[config.mk]
export PLATFORM = sky130hd
export DESIGN_NAME = jvs_response_frame_receiver
export DESIGN_NICKNAME = d
export VERILOG_FILES = /design/src/hw/rtl/jvs_rx_pkg.sv /design/src/hw/rtl/jvs_response_frame_receiver.sv
export SDC_FILE = /design/constraint.sdc
export NUM_CORES = 1
export LEC_CHECK = 0
export ABC_AREA = 1
export BUFFER_PORTS_ARGS = -buffer_cell sky130_fd_sc_hd__buf_2
export CORE_ASPECT_RATIO = 0.8
export CORE_MARGIN = 8
export CORE_UTILIZATION = 30
export DETAILED_ROUTE_END_ITERATION = 7
export GPL_ROUTABILITY_DRIVEN = 0
export GPL_TIMING_DRIVEN = 0
export REMOVE_ABC_BUFFERS = 1
export SKIP_CTS_REPAIR_TIMING = 1
export SLEW_MARGIN = 20
export SYNTH_ARGS = -nofsm -noshare
export SYNTH_HDL_FRONTEND = slang
export SYNTH_SLANG_ARGS = --single-unit
[constraint.sdc]
create_clock -name aclk -period 2.45 [get_ports aclk]
set_clock_uncertainty 0.15 [all_clocks]
set_input_delay 0.245 -clock aclk [delete_from_list [all_inputs] [get_ports aclk]]
set_output_delay 0.245 -clock aclk [all_outputs]
set_load 0.005 [all_outputs]
[src/hw/rtl/jvs_rx_pkg.sv]
// ----------------------------------------------------------------------------
// JVS receiver package
// Shared constants and types for the response frame receiver.
// ----------------------------------------------------------------------------
package jvs_rx_pkg;

    localparam int BYTE_W     = 8;
    localparam int CFG_IDX_W  = 1;
    localparam int USER_W     = 4;
    localparam int TDATA_W    = 2 * BYTE_W;

    localparam logic [BYTE_W-1:0] SYNC_BYTE = 8'hE0;
    localparam logic [BYTE_W-1:0] MARK_BYTE = 8'hD0;

    localparam logic [CFG_IDX_W-1:0] CFG_OWN_ADDRESS     = 1'b0;
    localparam logic [CFG_IDX_W-1:0] CFG_EXPECTED_LENGTH = 1'b1;

    typedef enum logic [1:0] {
        PH_HUNT = 2'd0,
        PH_DEST = 2'd1,
        PH_LEN  = 2'd2,
        PH_DATA = 2'd3
    } phase_t;

    typedef struct packed {
        logic report_ok;
        logic status_ok;
        logic length_ok;
        logic checksum_ok;
    } flags_t;

endpackage

[src/hw/rtl/jvs_response_frame_receiver.sv]
// ----------------------------------------------------------------------------
// JVS response frame receiver
// Hunts for sync, filters on destination, unescapes and checks one frame.
// ----------------------------------------------------------------------------
//  Channel   Direction  Content
//  s_*       in         one raw line byte per request
//  m_*       out        one payload byte with index and frame flags
//  cfg_*     in         own address and expected length writes
//
//  One line byte is taken per cycle while the m_ side does not stall; each request is decoded
//  into the result register, which feeds the m_ channel directly.
//  A result waiting on the m_ side stalls the s_ side only while m_tready
//  is low. Reset is synchronous and returns the receiver to sync hunting.
module jvs_response_frame_receiver (
    input  logic                             aclk,
    input  logic                             aresetn,
    input  logic                             s_tvalid,
    output logic                             s_tready,
    input  logic [jvs_rx_pkg::BYTE_W-1:0]    s_tdata,   // [7:0] rx_byte
    output logic                             m_tvalid,
    input  logic                             m_tready,
    output logic [jvs_rx_pkg::TDATA_W-1:0]   m_tdata,   // [7:0] payload_byte, [15:8] byte_index
    output logic                             m_tlast,   // is_last
    output logic [jvs_rx_pkg::USER_W-1:0]    m_tuser,   // checksum_ok, length_ok, status_ok, report_ok
    input  logic                             cfg_we,
    input  logic [jvs_rx_pkg::CFG_IDX_W-1:0] cfg_index,
    input  logic [jvs_rx_pkg::BYTE_W-1:0]    cfg_wdata
);
    import jvs_rx_pkg::*;

    phase_t              phase_reg, phase_next;
    logic                escape_reg, escape_next;
    logic [BYTE_W-1:0]   len_reg, len_next;
    logic [BYTE_W-1:0]   taken_reg, taken_next;
    logic [BYTE_W-1:0]   sum_reg, sum_next;
    logic [BYTE_W-1:0]   status_reg, status_next;
    logic [BYTE_W-1:0]   report_reg, report_next;
    logic [BYTE_W-1:0]   own_reg, exp_reg;

    logic                m_valid_reg;
    logic [BYTE_W-1:0]   m_byte_reg, m_index_reg;
    logic                m_last_reg;
    flags_t              m_flags_reg;

    logic                accept;
    logic [BYTE_W-1:0]   raw, value, idx_inc, st_cur, rp_cur;
    logic                mark_seen, len_bad, frame_end;
    logic                res_valid, res_last;
    logic [BYTE_W-1:0]   res_byte, res_index;
    flags_t              res_flags;

    assign s_tready  = !m_valid_reg || m_tready;
    assign accept    = s_tvalid && s_tready;
    assign raw       = s_tdata;
    assign value     = escape_reg ? raw + 8'd1 : raw;
    assign mark_seen = !escape_reg && (raw == MARK_BYTE);
    assign len_bad   = (value == '0) || ((exp_reg != '0) && (value != exp_reg));
    assign idx_inc   = taken_reg + 8'd1;
    assign frame_end = idx_inc >= len_reg;
    assign st_cur    = (taken_reg == 8'd0) ? value : status_reg;
    assign rp_cur    = (taken_reg == 8'd1) ? value : report_reg;

    always_comb begin
        phase_next = phase_reg;
        case (phase_reg)
            PH_HUNT: begin
                if (raw == SYNC_BYTE) begin
                    phase_next = PH_DEST;
                end
            end
            PH_DEST: begin
                if (!mark_seen) begin
                    phase_next = (value == own_reg) ? PH_LEN : PH_HUNT;
                end
            end
            PH_LEN: begin
                if (!mark_seen) begin
                    phase_next = len_bad ? PH_HUNT : PH_DATA;
                end
            end
            PH_DATA: begin
                if (!mark_seen && frame_end) begin
                    phase_next = PH_HUNT;
                end
            end
            default: phase_next = PH_HUNT;
        endcase
    end

    always_comb begin
        escape_next = (phase_reg == PH_HUNT) ? 1'b0 : mark_seen;
        len_next    = len_reg;
        taken_next  = taken_reg;
        sum_next    = sum_reg;
        status_next = status_reg;
        report_next = report_reg;
        res_valid   = 1'b0;
        res_last    = 1'b0;
        res_byte    = '0;
        res_index   = '0;
        res_flags   = '0;
        if (phase_reg == PH_LEN && !mark_seen) begin
            if (len_bad) begin
                res_valid = 1'b1;
                res_last  = 1'b1;
            end else begin
                len_next    = value;
                taken_next  = '0;
                sum_next    = value;
                status_next = '0;
                report_next = '0;
            end
        end else if (phase_reg == PH_DATA && !mark_seen) begin
            status_next         = st_cur;
            report_next         = rp_cur;
            taken_next          = idx_inc;
            res_valid           = 1'b1;
            res_byte            = value;
            res_index           = taken_reg;
            res_flags.length_ok = 1'b1;
            if (frame_end) begin
                res_last              = 1'b1;
                res_flags.checksum_ok = (sum_reg == value);
                res_flags.status_ok   = (st_cur == 8'd1);
                res_flags.report_ok   = !(rp_cur inside {[8'd2:8'd4]});
            end else begin
                sum_next = sum_reg + value;
            end
        end
    end

    always_ff @(posedge aclk) begin
        if (!aresetn) begin
            phase_reg  <= PH_HUNT;
            escape_reg <= 1'b0;
            len_reg    <= '0;
            taken_reg  <= '0;
            sum_reg    <= '0;
            status_reg <= '0;
            report_reg <= '0;
        end else if (accept) begin
            phase_reg  <= phase_next;
            escape_reg <= escape_next;
            len_reg    <= len_next;
            taken_reg  <= taken_next;
            sum_reg    <= sum_next;
            status_reg <= status_next;
            report_reg <= report_next;
        end
    end

    always_ff @(posedge aclk) begin
        if (!aresetn) begin
            own_reg <= '0;
            exp_reg <= '0;
        end else if (cfg_we) begin
            case (cfg_index)
                CFG_OWN_ADDRESS:     own_reg <= cfg_wdata;
                CFG_EXPECTED_LENGTH: exp_reg <= cfg_wdata;
                default: ;
            endcase
        end
    end

    always_ff @(posedge aclk) begin
        if (!aresetn) begin
            m_valid_reg <= 1'b0;
        end else if (s_tready) begin
            m_valid_reg <= accept && res_valid;
        end
    end

    always_ff @(posedge aclk) begin
        if (accept && res_valid) begin
            m_byte_reg  <= res_byte;
            m_index_reg <= res_index;
            m_last_reg  <= res_last;
            m_flags_reg <= res_flags;
        end
    end

    assign m_tvalid = m_valid_reg;
    assign m_tdata  = {m_index_reg, m_byte_reg};
    assign m_tlast  = m_last_reg;
    assign m_tuser  = m_flags_reg;

`ifndef SYNTHESIS
    a_stall_holds: assert property (@(posedge aclk) disable iff (!aresetn)
        m_tvalid && !m_tready |=> m_tvalid && $stable(m_tdata) && $stable(m_tuser))
        else $error("result changed while stalled");

    a_abort_is_last: assert property (@(posedge aclk) disable iff (!aresetn)
        m_tvalid && !m_flags_reg.length_ok |-> m_tlast && (m_tdata == '0))
        else $error("aborted frame result malformed");

    a_flags_only_last: assert property (@(posedge aclk) disable iff (!aresetn)
        m_tvalid && !m_tlast |-> m_flags_reg.length_ok && !m_flags_reg.checksum_ok
            && !m_flags_reg.status_ok && !m_flags_reg.report_ok)
        else $error("frame flags set before the last byte");

    a_last_rehunts: assert property (@(posedge aclk) disable iff (!aresetn)
        accept && res_valid && res_last |=> phase_reg == PH_HUNT)
        else $error("receiver did not return to hunting after frame end");

    a_hunt_silent: assert property (@(posedge aclk) disable iff (!aresetn)
        phase_reg == PH_HUNT || phase_reg == PH_DEST |-> !res_valid)
        else $error("result produced outside a frame");
`endif

endmodule
==> results of run 1 <==
path summary, 6_finish.rpt:
path | slack [ns] | depth (start not counted) | to
max | -0.37 | 15 | m_tuser[3]
min | -0.008 | 3 | own_reg[5]
max reg2reg | -0.37 | 15 | m_tuser[3]
min reg2reg | 0.31 | 2 | status_reg[2]
area by class of cell:
cell class	count	area, um2
fillers	1522	9120
clock buffers	13	272
flip-flops and latches	81	1840
well taps	189	236
repair buffers	73	498
clock inverters	3	21.3
repair inverters	2	15.0
inverters	89	343
multi-input cells	471	2620
through the flow:
step	cell area [um2]	setup slack [ns]
after CTS	5250	-0.789
after floorplan	4490	-0.0996
after global placement	4950	-1.15
after global routing	5840	-0.543
after detailed placement	4950	-0.831
final	5840	-0.371
power by group through the flow:
stage / Clock (W) / Combinational [W] / Sequential, W
2_1_floorplan: 0 / 0.000212 / 0.00145
3_3_place_gp: 0 / 0.000317 / 0.00145
3_5_place_dp: 0 / 0.000320 / 0.00145
4_1_cts: 0.00137 / 0.000322 / 0.00142
5_1_grt: 0.00142 / 0.000453 / 0.00142
6_report: 0.00134 / 0.000411 / 0.00142
placed cells by master (no fill, tap or decap), types with 20 or more instances in the layout:
cell,Yosys,final
a21oi_1,53,52
buf_2,3,44
buf_4,0,21
dfxtp_1,60,57
edfxtp_1,21,21
ha_1,20,20
inv_1,87,81
nand2_1,166,145
nor2_1,99,89
o21ai_0,40,37
routing by layer:
| layer | share of wire (%) | vias to the layer above | routed length [um] | GRT usage (%) |
|---|---|---|---|---|
| met4 | 1.5 | 0 | 187 | 4.60 |
| met2 | 45 | 70 | 5610 | 18.4 |
| met3 | 5.0 | 14 | 628 | 3.26 |
| met1 | 48 | 1926 | 6050 | 16.0 |
| met5 | 0 | - | 0 | 0 |
| li1 | - | 2252 | - | - |
cells by family (layout without fill, tap and decap cells):
kind of cell / Yosys count / count (layout) / synth area share, %
AND/OR/NAND/NOR: 334 / 336 / 31.2
adder cells (fa/ha/maj): 21 / 21 / 5.90
buffers and inverters: 105 / 180 / 9.18
AO/OA/AOI/OAI: 103 / 103 / 11.6
flip-flops: 81 / 81 / 40.0
XOR/XNOR: 11 / 11 / 2.10
worst min-delay path, cell delays in order:
cell	delay [ns]
buf_2	0.08
nor2_1	0.04
nor2_1	0.08
==> results.cfg, run 1 <==
[critical_path]
crit_required_ns = 2.41
cp_max_fo = 5
cp.buffers_inverters = 4
path_cells = inv_6, nor3_4, nand3_2, nor3_2, xor2_1, ha_1, nand2_2, nor2_4, nand4_1, o2111ai_4, buf_6, nand2_8, inv_2, nand2_1, inv_1
r2r_start = taken_reg[0]
startpoint_type = flip-flop
crit_path_top_delay_cell = dfxtp_4
arrival_ns = 2.78
cpLargestDelayFamily = simple AND/OR/NAND/NOR gates
cpPeakStageDelay_ns = 0.38
worstSetupPathType = reg -> reg
crit_path_start = taken_reg[0]
cp-end-kind = flip-flop

[timing]
whs_ns = -0.00847
timing.final.crit_period_ns = 2.82
fin_tns_setup_ns = -4.61
min_period_over_period_pct = 115
relSlewSlack_pct = 61.6
clock.fmax_ghz = 0.354
fin_ws_ns = -0.371
setup_viol = 25
slew_viol_final = 0
rsz0062_at_grt = yes
hold_viol = 3
max_slew.worst_pin.slew_ns = 0.577

[worst_hold_path]
hold_path_class = in -> reg
hp-start = cfg_wdata[5]

[floorplan]
start_util_pct = 30.6
die_h_um = 127
die-area_mm2 = 0.0195
io_pins = 45
rows = 40
dieWidth_um = 154
core_area_mm2 = 0.0150

[logic_synthesis]
synth_common_cells = nand2_1 (166), nor2_1 (99), inv_1 (87)
synth_area_leaders = dfxtp_1 (26%), edfxtp_1 (14%), nand2_1 (14%)
synth_seq_area_share_pct = 40.0
syn_inst = 655
synth_cell_types = 33
synth_ff_type = dfxtp_1
mappedNetlistArea_mm2 = 0.00458
synth-seq-cells = 81
yosys.cell_count.top_type = nand2_1
async_flop_share_pct = 0
synth_edf_count = 21
synth_top_area_share_pct = 26.2
synth_area_leader_cell = dfxtp_1
yosysWarningCount = 0
syn_avg_cell_area_um2 = 6.99

[drt]
ant_nets = 0
num_vias = 4262
avgViaCountPerCell = 4.63
first_pass_iters = 4
drt_first_iter_violations = 247
wirelength_um = 12500
drc = 0
wl_per_cell_um = 13.6

[run]
cap_violations = 0

[power]
finalPower_w = 0.00317
pwr-share-seq_pct = 44.8
p_int_w = 0.00233
irDropWorstVdd_mv = 0.267
pwr-share-clk_pct = 42.2
switchingPower_w = 0.000840
comb_power_share_pct = 13.0
leakagePower_nw = 2.65
p_sw_share_pct = 26.5
p_per_area_mw_per_mm2 = 542

[clocking]
cts_buffers = 9
path_clk_slew_ns = 0.06
ctsLongestPathBuffers = 2
htreeDepth = 3
cts_root_buffer = clkbuf_16
worstSkewPairLatency_ns = 0.34
cts_tree = yes
clock-sinks = 81

[placed_design]
port-buffer-count = 44
dp_cells = 872
dp_hpwl_um = 8380

[finish]
fin_nets = 770
utilization_pct = 39.0
drive_above_1_share_pct = 22.1
syn2layout_area_growth_pct = 27.6
diodes = 0
layout.cells.non_filler = 921

[global_routing]
antenna_found_initial = 0
grt_pass1_vias = 3636
grt_use_total_pct = 12.1
grt_pass1_wl_um = 18800
grt_overflow_total = 0
grt_max_degree = 34

[status]
status = finished, violations left
violations = negative hold slack, negative setup slack
Note: power is estimated with default switching activity, not from simulation.
==> run 2, diff against run 1 <==
--- a/config.mk
+++ b/config.mk
@@ -6,6 +6,7 @@
 export NUM_CORES = 1
 export LEC_CHECK = 0
 export ABC_AREA = 1
+export ABC_CLOCK_PERIOD_IN_PS = 2450
 export BUFFER_PORTS_ARGS = -buffer_cell sky130_fd_sc_hd__buf_2
 export CORE_ASPECT_RATIO = 0.8
 export CORE_MARGIN = 8
@@ -13,6 +14,7 @@
 export DETAILED_ROUTE_END_ITERATION = 7
 export GPL_ROUTABILITY_DRIVEN = 0
 export GPL_TIMING_DRIVEN = 0
+export PLACE_DENSITY = 0.57
 export REMOVE_ABC_BUFFERS = 1
 export SKIP_CTS_REPAIR_TIMING = 1
 export SLEW_MARGIN = 20
==> run 2 against run 1 <==
Against the previous run:
- the run still ends with negative hold slack, negative setup slack left
- power is 3.8% higher
- critical path depth stayed put
- cell area is 2.4% lower
- utilization is 0.93 points lower
- global-route usage hardly changed
- final cell count is 0.76% lower
- critical endpoint unchanged
- largest cell class unchanged
- largest power group is now clock
==> results.cfg, run 2 (synthesis results as in run 1) <==
[clocking]
ctsLongestPathBuffers = 2
worstSkewPairLatency_ns = 0.35
cts_buffers = 9
cts_root_buffer = clkbuf_16
cts_tree = yes
path_clk_slew_ns = 0.06
htreeDepth = 3
clock-sinks = 81

[power]
finalPower_w = 0.00329
leakagePower_nw = 2.61
irDropWorstVdd_mv = 0.283
p_per_area_mw_per_mm2 = 576

[critical_path]
worstSetupPathType = reg -> reg
r2r_cells = 15
cp_max_fo = 5
startpoint_type = flip-flop
cp-end-kind = flip-flop
arrival_ns = 2.67
crit_required_ns = 2.40

[timing]
fin_tns_setup_ns = -2.71
whs_ns = -0.00709
timing.final.crit_period_ns = 2.71
relSlewSlack_pct = 36.7
fin_ws_ns = -0.264
rsz0062_at_grt = yes
min_period_over_period_pct = 111
max_slew.worst_pin.slew_ns = 0.946
slew_viol_final = 0
setup_viol = 14
clock.fmax_ghz = 0.368
hold_viol = 1

[finish]
fin_nets = 763
nFillCells = 1559
diodes = 0
final_cell_mix = nand2_1 (150), nor2_1 (93), inv_1 (82), dfxtp_1 (57), a21oi_1 (52)
drive_above_1_share_pct = 19.9
postLayoutCellArea_mm2 = 0.00570
syn2layout_area_growth_pct = 24.6
layout.cells.non_filler = 914
layout_commonest_cell = nand2_1

[floorplan]
dieWidth_um = 154
die-area_mm2 = 0.0195
start_util_pct = 30.6
io_pins = 45
die_h_um = 127
rows = 40
core_area_mm2 = 0.0150

[status]
violations = negative hold slack, negative setup slack
status = finished, violations left

[drt]
drt_first_iter_violations = 253
wl_per_cell_um = 13.4
avgViaCountPerCell = 4.65
wirelength_um = 12300
drc = 0
ant_nets = 0
num_vias = 4254
first_pass_iters = 5

[placed_design]
pre_cts_slack_ns = -0.783
placed_area_mm2 = 0.00495
dp_cells = 872
port-buffer-count = 44
dp_hpwl_um = 8360

[global_routing]
grt.busiest_layer = met2
grt_pass1_vias = 3621
use_met2_pct = 17.7
grt_pass1_wl_um = 19000
grt_max_degree = 34
gr-usage-met1_pct = 16.8
grt_use_total_pct = 12.1
antenna_found_initial = 0
grt_overflow_total = 0
grt_use_met3_pct = 3.97

[worst_hold_path]
min_path_cells = 3
hold_path_class = in -> reg

[run]
cap_violations = 0
[run 2: path summary, 6_finish.rpt]
path	start	endpoint	slack, ns
worst min-delay path	cfg_wdata[5]	own_reg[5]	-0.007
worst max-delay path	taken_reg[0]	m_tuser[3]	-0.26
worst max register to register	taken_reg[0]	m_tuser[3]	-0.26
worst min register to register	status_reg[5]	status_reg[5]	0.31
[run 2: area by class of cell]
class	count	area [um2]	area share (%)
multi-input combinational	471	2540	44.5
sequential	81	1840	32.3
timing repair buffer	67	412	7.22
inverter	89	343	6.01
clock buffer	12	279	4.89
tap	189	236	4.15
clock inverter	4	46.3	0.812
timing repair inverter	1	7.51	0.132
[run 2: critical path: stages (launching register included)]
cell,delay (ns)
dfxtp_4,0.38
inv_6,0.05
nor3_4,0.20
nand3_2,0.12
nor3_2,0.19
xor2_1,0.24
ha_1,0.30
nand2_2,0.08
nor2_2,0.05
nand4_1,0.13
o2111ai_4,0.17
buf_4,0.19
nand2_2,0.09
inv_1,0.05
nand2_1,0.05
inv_1,0.03
[run 2: per-layer routing]
layer  share of wire, %  up-vias
li1                   -     2228
met1                 49     1928
met2                 44       88
met3                5.6       10
met4                1.1        0
met5                  0        -
[run 2: report_power, final]
part / total (W) / switching (W) / leakage (nW) / internal [W]
logic: 0.000389 / 0.000251 / 1.76 / 0.000138
clock network: 0.00148 / 0.000566 / 0.163 / 0.000911
registers: 0.00142 / 0.0000211 / 0.693 / 0.00140
[run 2: through the flow]
step                utilization [%]  hold slack, ns
finish                         38.1        -0.00709
global route                   38.1         0.00405
CTS                            35.3         -0.0233
detailed placement             33.1           0.300
global placement               33.1           0.298
floorplan                         -           0.215
